File: src/rtl/stkit_pkg.sv
// ----------------------------------------------------------------------------
// stkit_pkg
// Shared constants, codes and control types of the sorted three-key table.
// ----------------------------------------------------------------------------
package stkit_pkg;

  // default sizes
  localparam int DEPTH_DEF    = 64;
  localparam int KEY_BITS_DEF = 16;

  // fixed field widths of the channels
  localparam int FIELD_W = 16;
  localparam int REQ_W   = 2;
  localparam int IDX_W   = 6;
  localparam int POS_W   = 7;
  localparam int ST_W    = 2;

  // request codes
  localparam logic [REQ_W-1:0] REQ_INSERT = 2'd0;
  localparam logic [REQ_W-1:0] REQ_READ   = 2'd1;
  localparam logic [REQ_W-1:0] REQ_CLEAR  = 2'd2;

  // status codes
  localparam logic [ST_W-1:0] ST_OK    = 2'd0;
  localparam logic [ST_W-1:0] ST_FULL  = 2'd1;
  localparam logic [ST_W-1:0] ST_RANGE = 2'd2;

  // read address source
  typedef enum logic [1:0] {
    RD_PRIME = 2'd0,  // last valid entry
    RD_SHIFT = 2'd1,  // entry below the current one
    RD_IDX   = 2'd2   // requested index
  } rd_sel_t;

  // controller to datapath
  typedef struct packed {
    logic            latch;
    logic            clr_cnt;
    logic            set_st;
    logic [ST_W-1:0] st_code;
    logic            rd_en;
    rd_sel_t         rd_sel;
    logic            wr_shift;
    logic            wr_new_hi;
    logic            wr_new_lo;
    logic            cap_read;
    logic            load_out;
  } dp_cmd_t;

  // datapath to controller
  typedef struct packed {
    logic [REQ_W-1:0] req;
    logic             full;
    logic             idx_ok;
    logic             cnt_zero;
    logic             gt;
    logic             cur_zero;
  } dp_sts_t;

endpackage

File: src/rtl/stkit_ctrl.sv
// ----------------------------------------------------------------------------
// stkit_ctrl
// Controller: sequences insert scan, indexed read and clear; owns handshakes.
// ----------------------------------------------------------------------------
module stkit_ctrl (
  input  logic                clk,
  input  logic                rst_n,
  input  logic                in_valid,
  output logic                in_ready,
  output logic                out_valid,
  input  logic                out_ready,
  input  stkit_pkg::dp_sts_t  sts,
  output stkit_pkg::dp_cmd_t  cmd
);

  typedef enum logic [6:0] {
    S_IDLE  = 7'b0000001,
    S_PRIME = 7'b0000010,
    S_SHIFT = 7'b0000100,
    S_PLACE = 7'b0001000,
    S_RDADR = 7'b0010000,
    S_RDCAP = 7'b0100000,
    S_RESP  = 7'b1000000
  } state_t;

  state_t state_r, state_nxt;
  logic   out_valid_r, out_valid_nxt;

  assign in_ready  = (state_r == S_IDLE);
  assign out_valid = out_valid_r;

  // next state and commands
  always_comb begin
    state_nxt     = state_r;
    out_valid_nxt = out_valid_r & ~out_ready;
    cmd           = '0;
    cmd.rd_sel    = stkit_pkg::RD_IDX;
    case (state_r)
      S_IDLE: begin
        if (in_valid) begin
          cmd.latch = 1'b1;
          case (sts.req)
            stkit_pkg::REQ_INSERT: begin
              if (sts.full) begin
                cmd.set_st  = 1'b1;
                cmd.st_code = stkit_pkg::ST_FULL;
                state_nxt   = S_RESP;
              end else if (sts.cnt_zero) begin
                state_nxt = S_PLACE;
              end else begin
                state_nxt = S_PRIME;
              end
            end
            stkit_pkg::REQ_READ: begin
              if (sts.idx_ok) begin
                state_nxt = S_RDADR;
              end else begin
                cmd.set_st  = 1'b1;
                cmd.st_code = stkit_pkg::ST_RANGE;
                state_nxt   = S_RESP;
              end
            end
            stkit_pkg::REQ_CLEAR: begin
              cmd.clr_cnt = 1'b1;
              state_nxt   = S_RESP;
            end
            default: begin
              state_nxt = S_RESP;
            end
          endcase
        end
      end
      // fetch the last valid entry
      S_PRIME: begin
        cmd.rd_en  = 1'b1;
        cmd.rd_sel = stkit_pkg::RD_PRIME;
        state_nxt  = S_SHIFT;
      end
      // walk down: move greater entries up, drop new entry above the first not greater
      S_SHIFT: begin
        if (sts.gt) begin
          cmd.wr_shift = 1'b1;
          if (sts.cur_zero) begin
            state_nxt = S_PLACE;
          end else begin
            cmd.rd_en  = 1'b1;
            cmd.rd_sel = stkit_pkg::RD_SHIFT;
          end
        end else begin
          cmd.wr_new_hi = 1'b1;
          state_nxt     = S_RESP;
        end
      end
      // new entry goes to the bottom
      S_PLACE: begin
        cmd.wr_new_lo = 1'b1;
        state_nxt     = S_RESP;
      end
      S_RDADR: begin
        cmd.rd_en  = 1'b1;
        cmd.rd_sel = stkit_pkg::RD_IDX;
        state_nxt  = S_RDCAP;
      end
      S_RDCAP: begin
        cmd.cap_read = 1'b1;
        state_nxt    = S_RESP;
      end
      // hand the result to the response register once it is free
      S_RESP: begin
        if (!out_valid_r || out_ready) begin
          cmd.load_out  = 1'b1;
          out_valid_nxt = 1'b1;
          state_nxt     = S_IDLE;
        end
      end
      default: begin
        state_nxt = S_IDLE;
      end
    endcase
  end

  always_ff @(posedge clk) begin
    if (!rst_n) begin
      state_r     <= S_IDLE;
      out_valid_r <= 1'b0;
    end else begin
      state_r     <= state_nxt;
      out_valid_r <= out_valid_nxt;
    end
  end

endmodule

File: config.mk
export PLATFORM = sky130hd
export DESIGN_NAME = stkit_ctrl
export DESIGN_NICKNAME = d
export VERILOG_FILES = /design/src/rtl/stkit_pkg.sv /design/src/rtl/stkit_ctrl.sv
export SDC_FILE = /design/constraint.sdc
export NUM_CORES = 1
export LEC_CHECK = 0
export ABC_AREA = 0
export BUFFER_PORTS_ARGS = -buffer_cell sky130_fd_sc_hd__buf_4
export CORE_AREA = 2 2 39 41
export DETAILED_ROUTE_END_ITERATION = 8
export DIE_AREA = 0 0 41 43
export HOLD_SLACK_MARGIN = 0.06
export PLACE_DENSITY = 0.9
export SLEW_MARGIN = 5
export SYNTH_ARGS = -nofsm -noshare
export SYNTH_HDL_FRONTEND = slang
export SYNTH_SLANG_ARGS = --single-unit
File: constraint.sdc
create_clock -name clk -period 2.7 [get_ports clk]
set_clock_uncertainty 0.1 [all_clocks]
set_input_delay 0.54 -clock clk [delete_from_list [all_inputs] [get_ports clk]]
set_output_delay 0.54 -clock clk [all_outputs]
set_load 0.02 [all_outputs]
==> out/qor.yml, run 1 <==
synth_cells: 83
synth_cell_types: 37
clock-sinks: 8
setup_ws_ns: 0.1770
outcome: "finished clean"
synth_compound_area_frac: 0.1548
grt_max_degree: 12
vias: 729
crit_path_start_kind: "register"
endpoint_kind: "primary output"
grt_pass1_wl_um: 2525
grt_overflow: 0
rsz0062_at_grt: "no"
drv_slew: 0
hold_buffers: 0
synthXorXnorAreaFrac: 0.02851
rows: 14
fin_crit_ns: 2.523
nFillCells: 126
drt_iter0_markers: 23
max_freq_ghz: 0.3964
htreeDepth: 1
port_buffers: 25
ant_nets: 0
ioPinCount: 26
cts-buffers-inserted: 3
whs_path_depth: 3
arrival_ns: 1.88
cap_violations: 0
nets: 120
synthMuxAreaShare: 0
combPwrFrac: 0.278
wl_per_cell_um: 13.16
sequentialPowerShare: 0.417
clk_latency_ns: 0.26
worst_r2r_path_depth: 4
holdWs_ns: 0.4274
antenna_cells: 0
post-route-period-util: 0.9344
required_ns: 2.06
clkPwrFrac: 0.305
cts-root-buf: "clkbuf_4"
worst_slew_pin_slew_ns: 0.6619
vias_per_cell: 5.927
syn2layout_area_growth_pct: 37.27
cts_tree: "done"
slew_headroom: 0.5518
hold_viol: 0
drc: 0
setup_viol: 0
p_leak_nw: 0.3705
clkSlewWorstSetupHoldPaths_ns: 0.06
drt-pass1-iter-count: 4
antenna_found_initial: 0
core_area_um2: 1384
yosys_warnings: 0
power_density_nw_per_um2: 373.5
clockBufferDepth: 2
post-dp-hpwl_um: 1208
ys_ff_latch: 8
dieArea_um2: 1763
gp_congestion: 0.8544
drive_gt1_frac: 0.3458
avgSynthCellArea_um2: 7.402
peakVddDrop_uv: 232.8
cts_setup_buffers: 0
hp-class: "input port to register"
drt_wl_total_um: 1619
finalPower_mw: 0.3150
path_max_fanout: 11
grt_pass1_vias: 606
ys_seq_area_frac: 0.2607
preCtsSetupSlack_ns: 0.3864
initial_core_util: 0.4439
syn-num-nets: 94
intPower_mw: 0.2164
switching_power_mw: 0.09863
gr-usage-all-layers: 0.2123
setup.worst_path.class: "register to primary output"
yosys.area_share.simple: 0.5071
switching_share: 0.3131
die_y_um: 43
dieWidth_um: 41
synth_top_family_by_area: "simple AND/OR/NAND/NOR gates"
tns_ns: 0
synth_area_um2: 614.3
cts-resized-gates: 0
synthAdderAreaFrac: 0
==> registers in the layout, indices dropped and copies added (netlist names) <==
| signal | count |
|---|---|
| state_r | 7 |
| out_valid | 1 |
==> layout make-up <==
| cell class | count | area, um^2 | share of cell area |
|---|---|---|---|
| inverter | 2 | 7.507 | 0.008902 |
| tap | 16 | 20.02 | 0.02374 |
| clock buffer | 3 | 22.52 | 0.02671 |
| sequential | 8 | 160.2 | 0.1899 |
| timing repair buffer | 26 | 195.2 | 0.2315 |
| multi-input combinational | 68 | 437.9 | 0.5193 |
==> final timing paths <==
check / from / end / slack, ns
setup / recovery: state_r[6] / cmd[5] / 0.18
hold / removal: sts[0] / state_r[3] / 0.43
setup reg to reg: state_r[3] / state_r[1] / 0.84
hold reg to reg: state_r[1] / state_r[0] / 0.51
==> kinds of logic (layout without fill, tap and decap cells) <==
logic type             count (synthesis)  after routing
AO/OA/AOI/OAI                         14             14
buffers and inverters                  7             31
XOR/XNOR                               2              2
AND/OR/NAND/NOR                       52             52
flip-flops                             8              8
==> critical path, stage by stage, from the launching register on <==
cell,delay (ns)
dfxtp_1,0.42
or4_4,0.54
or4_4,0.44
clkinv_1,0.08
buf_4,0.13
==> synth_stat cells (all sizes together) <==
cell | n | area (um^2)
a21oi | 2 | 13.76
a2bb2oi | 1 | 8.760
a311oi | 1 | 8.760
a31oi | 1 | 6.260
a32oi | 1 | 8.760
and2 | 1 | 6.260
and3 | 1 | 6.260
and4b | 1 | 10.01
and4bb | 1 | 12.51
buf | 3 | 15.01
clkbuf | 2 | 7.510
clkinv | 1 | 3.750
dfxtp | 8 | 160.2
inv | 1 | 3.750
nand2 | 7 | 26.28
nand2b | 1 | 6.260
nand3 | 2 | 10.01
nand3b | 2 | 15.01
nand4 | 2 | 12.51
nand4b | 1 | 8.760
nor2 | 14 | 52.55
nor2b | 4 | 25.02
nor3 | 3 | 15.01
nor3b | 2 | 15.01
nor4 | 3 | 25.02
nor4bb | 2 | 20.02
o21ai | 5 | 25.02
o22ai | 1 | 6.260
o311ai | 1 | 8.760
o32ai | 1 | 8.760
or2 | 2 | 12.51
or4 | 2 | 22.52
or4b | 1 | 10.01
xnor2 | 1 | 8.760
xor2 | 1 | 8.760
==> cells in the final DEF (no fill, tap or decap), types with 2 or more instances in the layout <==
master,instances
or4_4,2
clkbuf_4,3
nor3_1,3
buf_4,26
nor4_1,2
nand3_1,2
nor2_1,14
nand3b_1,2
dfxtp_1,8
o21ai_0,5
nor4bb_1,2
nand2_1,7
or2_2,2
nand4_1,2
nor2b_1,4
==> layer usage <==
layer,vias up,track usage,part of all wire,wire [um]
li1,357,-,-,-
met1,328,0.2686,0.40,655
met2,37,0.3000,0.49,791
met3,7,0.04712,0.074,120
met4,0,0.1533,0.032,51
met5,-,0,0,0
==> per-stage QoR <==
stage               instance area (um^2)  instances    util
detailed placement                 807.0        120  0.5832
floorplan                          614.3         83       -
finish                             843.3        123  0.6094
CTS                                829.5        123  0.5995
global placement                   807.0        120  0.5832
global route                       843.3        123  0.6094
==> power by group through the flow <==
stage	Sequential (mW)	Combinational [mW]	Clock, mW
finish	0.131	0.0875	0.0962
global route	0.132	0.0949	0.0985
CTS	0.131	0.0866	0.0949
detailed placement	0.133	0.0857	0
global placement	0.133	0.0844	0
floorplan	0.128	0.0543	0
(Power assumes the default switching activity.)
==> run 2, diff against run 1 <==
Settings changed: RECOVER_POWER set to 25.
==> run 2 against run 1 <==
Effect of this change: final cell count is the same; sequential share of layout area is 0.26 points higher; highest routed layer unchanged; worst setup slack got worse by 0.037 ns; critical endpoint unchanged; largest cell class unchanged; first-iteration DRC count grew 8.7%; wire length rose by 0.12%; critical path type unchanged; hold slack worse by 0.0022 ns; clock-buffer cell count unchanged.
==> out/qor.yml, run 2 (same netlist as run 1, synthesis figures left out) <==
vias: 733  # +0.55%
htreeDepth: 1  # unchanged
wl_per_cell_um: 13.18  # +0.12%
cap_violations: 0  # unchanged
drc: 0  # unchanged
grt_pass1_vias: 606  # unchanged
dieArea_um2: 1763  # unchanged
switching_power_mw: 0.09830  # -0.33%
final_cell_mix: "24 x buf_4, 14 x nor2_1, 8 x dfxtp_1"
ioPinCount: 26  # unchanged
setup.worst_path.class: "register to primary output"
final_cells: 123  # unchanged
setup_ws_ns: 0.1404  # -0.03666 ns
path_cells: "or4_1 -> or4_4 -> clkinv_1 -> buf_4"
drv_slew: 0  # unchanged
antenna_found_initial: 0  # unchanged
hp-class: "input port to register"
syn2layout_area_growth_pct: 35.44
worst_slew_pin_slew_ns: 0.6611  # -0.0007640 ns
grt_overflow: 0  # unchanged
endpoint_kind: "primary output"
slew_headroom: 0.5523  # about the same
vias_per_cell: 5.959  # +0.55%
preCtsSetupSlack_ns: 0.3864  # unchanged
clk_latency_ns: 0.26  # about the same
combPwrFrac: 0.272  # -0.006
antenna_cells: 0  # unchanged
required_ns: 2.06  # about the same
final_common_cell: "buf_4"
peakVddDrop_uv: 231.8  # -0.41%
p_leak_nw: 0.3609  # -2.6%
gr-usage-all-layers: 0.2123  # unchanged
tns_ns: 0  # unchanged
crit_path_start_kind: "register"
crit_end: "cmd[5]"
cts_setup_buffers: 0  # unchanged
ant_nets: 0  # unchanged
clock-sinks: 8  # unchanged
core_area_um2: 1384  # unchanged
intPower_mw: 0.2139  # -1.1%
cts_tree: "done"
clkSlewWorstSetupHoldPaths_ns: 0.06  # about the same
initial_core_util: 0.4439  # unchanged
reg2reg_to: "state_r[1]"
post-dp-hpwl_um: 1208  # unchanged
critical_path.max_stage_delay_ns: 0.57  # +0.03 ns
cp_slowest_cell: "or4_1"
ff2ff_setup_slack_ns: 0.85  # about the same
fin_crit_ns: 2.560  # +0.03666 ns
drt-pass1-iter-count: 4  # unchanged
grt_max_degree: 12  # unchanged
die_y_um: 43  # unchanged
holdWs_ns: 0.4252  # -0.002217 ns
clkPwrFrac: 0.308  # +0.003
nets: 120  # unchanged
drt_iter0_markers: 25  # +8.7%
gp_congestion: 0.8544  # unchanged
clockBufferDepth: 2  # unchanged
power_density_nw_per_um2: 375.3  # +0.46%
hold_viol: 0  # unchanged
critPathLaunch: "state_r[6]"
hold_buffers: 0  # unchanged
rsz0062_at_grt: "no"
post-route-period-util: 0.9480  # +0.01358
switching_share: 0.3148  # +0.001725
drt_wl_total_um: 1621  # +0.12%
largest_reg_flops: 7  # unchanged
worst_r2r_path_depth: 4  # unchanged
cts-root-buf: "clkbuf_4"
cts-buffers-inserted: 3  # unchanged
port_buffers: 25  # unchanged
reg2reg_from: "state_r[3]"
dieWidth_um: 41  # unchanged
whs_path_depth: 3  # unchanged
place_inst: 120  # unchanged
rows: 14  # unchanged
max_freq_ghz: 0.3907  # -1.4%
drive_gt1_frac: 0.3178  # -0.02804
setup_viol: 0  # unchanged
finalPower_mw: 0.3122  # -0.88%
grt_pass1_wl_um: 2525  # unchanged
path_max_fanout: 11  # unchanged
outcome: "finished clean"
sequentialPowerShare: 0.420  # +0.003
top_register: "state_r"
arrival_ns: 1.92  # +0.04 ns
run 2: changes by cell type in the layout (fill, tap and decap cells not counted), sizes merged:
cell and delta:
buf -2, clkbuf +2
run 2: power by group through the flow:
stage / logic, mW / registers (mW) / clock network (mW)
after global routing: 0.0924 / 0.132 / 0.0985
after detailed placement: 0.0857 / 0.133 / 0
after global placement: 0.0844 / 0.133 / 0
after floorplan: 0.0543 / 0.128 / 0
final: 0.0851 / 0.131 / 0.0962
after CTS: 0.0866 / 0.131 / 0.0949
run 2: metrics by stage:
stage | cell area, um^2 | util
CTS | 829.5 | 0.5995
finish | 832.0 | 0.6013
floorplan | 614.3 | -
global route | 832.0 | 0.6013
global placement | 807.0 | 0.5832
detailed placement | 807.0 | 0.5832
run 2: critical path: cells and delay by family (launching register included):
kind | cells | cell delay (ns)
and+or+nand+nor | 2 | 1.03
buffers and inverters | 2 | 0.21
DFF | 1 | 0.41
run 2: layout make-up:
| type | instances | area [um^2] |
|---|---|---|
| Timing Repair Buffer | 26 | 187.7 |
| Inverter | 2 | 7.507 |
| Clock buffer | 3 | 22.52 |
| Tap cell | 16 | 20.02 |
| Fill cell | 131 | 551.8 |
| Multi-Input combinational cell | 68 | 434.2 |
| Sequential cell | 8 | 160.2 |
run 2: routing by layer:
layer / global-route usage / wire [um] / vias to the layer above
li1: - / - / 357
met1: 0.2686 / 655 / 331
met4: 0.1533 / 51 / 0
met2: 0.3000 / 799 / 38
met3: 0.04712 / 115 / 7
met5: 0 / 0 / -
run 2: worst min-delay path by stage:
stage / startpoint / to / slack, ns
finish: sts[0] / state_r[3] / 0.43
floorplan: state_r[0] / state_r[0] / 0.45
global route: sts[2] / state_r[1] / 0.45
detailed placement: state_r[0] / state_r[0] / 0.51
CTS: sts[0] / state_r[3] / 0.43
global placement: state_r[0] / state_r[0] / 0.48
run 2: repair_timing:
| item | CTS | global route |
|---|---|---|
| endpoints found under the hold margin | 0 | 0 |
| endpoints found under the setup margin | 0 | 1 |
| gates resized for setup | 0 | 2 |
==> run 3, diff against run 2 <==
Clock period 2.7 ns to 3 ns, I/O delays scaled along.
==> run 3 against run 2 <==
Effect of this change: via count is 0.95% lower; first-iteration DRC count stayed put; critical path depth stayed put; global-route usage is 1.2 points lower; die area stayed put; clock-buffer cell count stayed put; total power is 12% lower; critical endpoint unchanged; largest cell class unchanged.
==> out/qor.yml, run 3 (same netlist as run 1, synthesis figures left out) <==
place_inst: 119  # -0.83%
arrival_ns: 1.94  # +0.02 ns
fin_crit_ns: 2.644
grt_pass1_vias: 586  # -3.3%
ant_nets: 0  # unchanged
cts_setup_buffers: 0  # unchanged
clkSlewWorstSetupHoldPaths_ns: 0.05  # about the same
hold_buffers: 0  # unchanged
max_freq_ghz: 0.3782
dieWidth_um: 41  # unchanged
clockBufferDepth: 2  # unchanged
crit_path_start_kind: "register"
drive_gt1_frac: 0.3019  # -0.01587
tns_ns: 0  # unchanged
grt_overflow: 0  # unchanged
min_from: "state_r[1]"
cts_tree: "done"
clock-sinks: 8  # unchanged
gr-usage-all-layers: 0.2006  # -0.01167
final_common_cell: "buf_4"
ioPinCount: 26  # unchanged
setup.worst_path.class: "register to primary output"
vias_per_cell: 5.951  # -0.14%
setup_viol: 0  # unchanged
slew_headroom: 0.5813  # +0.02899
grt_max_degree: 12  # unchanged
initial_core_util: 0.4439  # unchanged
grt_pass1_wl_um: 2435  # -3.6%
cap_violations: 0  # unchanged
rsz0062_at_grt: "no"
post-dp-hpwl_um: 1250  # +3.5%
rows: 14  # unchanged
cts-resized-gates: 0  # unchanged
holdWs_ns: 0.4934  # +0.06822 ns
vias: 726  # -0.95%
peakVddDrop_uv: 187.0  # -19%
drt-pass1-iter-count: 4  # unchanged
final_cell_mix: "24 x buf_4, 14 x nor2_1, 8 x dfxtp_1"
nets: 119  # -0.83%
critPathLaunch: "state_r[6]"
worst_slew_pin_slew_ns: 0.6223  # -0.03878 ns
reg2reg_from: "state_r[6]"
antenna_found_initial: 0  # unchanged
port_buffers: 25  # unchanged
endpoint_kind: "primary output"
wl_per_cell_um: 13.11  # -0.55%
cts-root-buf: "clkbuf_4"
drt_wl_total_um: 1599  # -1.4%
antenna_cells: 0  # unchanged
top_register: "state_r"
core_area_um2: 1384  # unchanged
cts-buffers-inserted: 3  # unchanged
finalPower_mw: 0.2763  # -12%
htreeDepth: 1  # unchanged
hold_viol: 0  # unchanged
largest_reg_flops: 7  # unchanged
die_y_um: 43  # unchanged
syn2layout_area_growth_pct: 31.98
p_leak_nw: 0.3510  # -2.7%
nFillCells: 146  # +11%
design_area_um2: 810.8  # -2.6%
clk_latency_ns: 0.26  # about the same
final_cells: 122  # -0.81%
dieArea_um2: 1763  # unchanged
multi_input_area_um2: 416.7  # -4.0%
power_density_nw_per_um2: 340.7  # -9.2%
drt_iter0_markers: 25  # unchanged
outcome: "finished clean"
path_max_fanout: 11  # unchanged
drv_slew: 0  # unchanged
place_area_um2: 799.5  # -0.93%
drc: 0  # unchanged
gp_congestion: 0.8500  # -0.51%
final-seq-area_um2: 160.2  # unchanged
post-route-period-util: 0.8814
required_ns: 2.30  # +0.24 ns
hp-class: "register to register"
[run 3: layout make-up]
cell class	instances	area share
multi-input combinational	68	0.5139
timing repair buffer	25	0.2269
sequential	8	0.1975
clock buffer	3	0.02778
tap	16	0.02469
inverter	2	0.009259
[run 3: per-stage QoR]
stage | util | worst slack (ns)
after floorplan | - | 0.5773
after global placement | 0.5778 | 0.7257
after detailed placement | 0.5778 | 0.6693
after CTS | 0.5940 | 0.3875
after global routing | 0.5859 | 0.2435
final | 0.5859 | 0.3557
[run 3: layer usage]
metal  vias up  global-route usage  share of wire  wire, um
li1        354                   -              -         -
met1       335              0.2313           0.40       647
met5         -                   0              0         0
met3         5             0.04188          0.064       102
met2        32              0.3281           0.50       807
met4         0              0.1000          0.025        40
[run 3: where the power goes]
part | total (mW) | switching, mW | internal (mW)
sequential | 0.118 | 0.00766 | 0.110
clock | 0.0837 | 0.0378 | 0.0458
combinational | 0.0749 | 0.0393 | 0.0356
[run 3: critical path: stages (launching register included)]
cell	delay [ns]
dfxtp_1	0.41
or4_1	0.56
or4_1	0.48
clkinv_1	0.09
buf_4	0.13
[run 3: final timing paths]
check	slack [ns]	end	depth (start not counted)
min	0.49	state_r[0]	2
max	0.36	cmd[5]	4
max reg2reg	1.13	state_r[0]	4
min reg2reg	0.49	state_r[0]	2
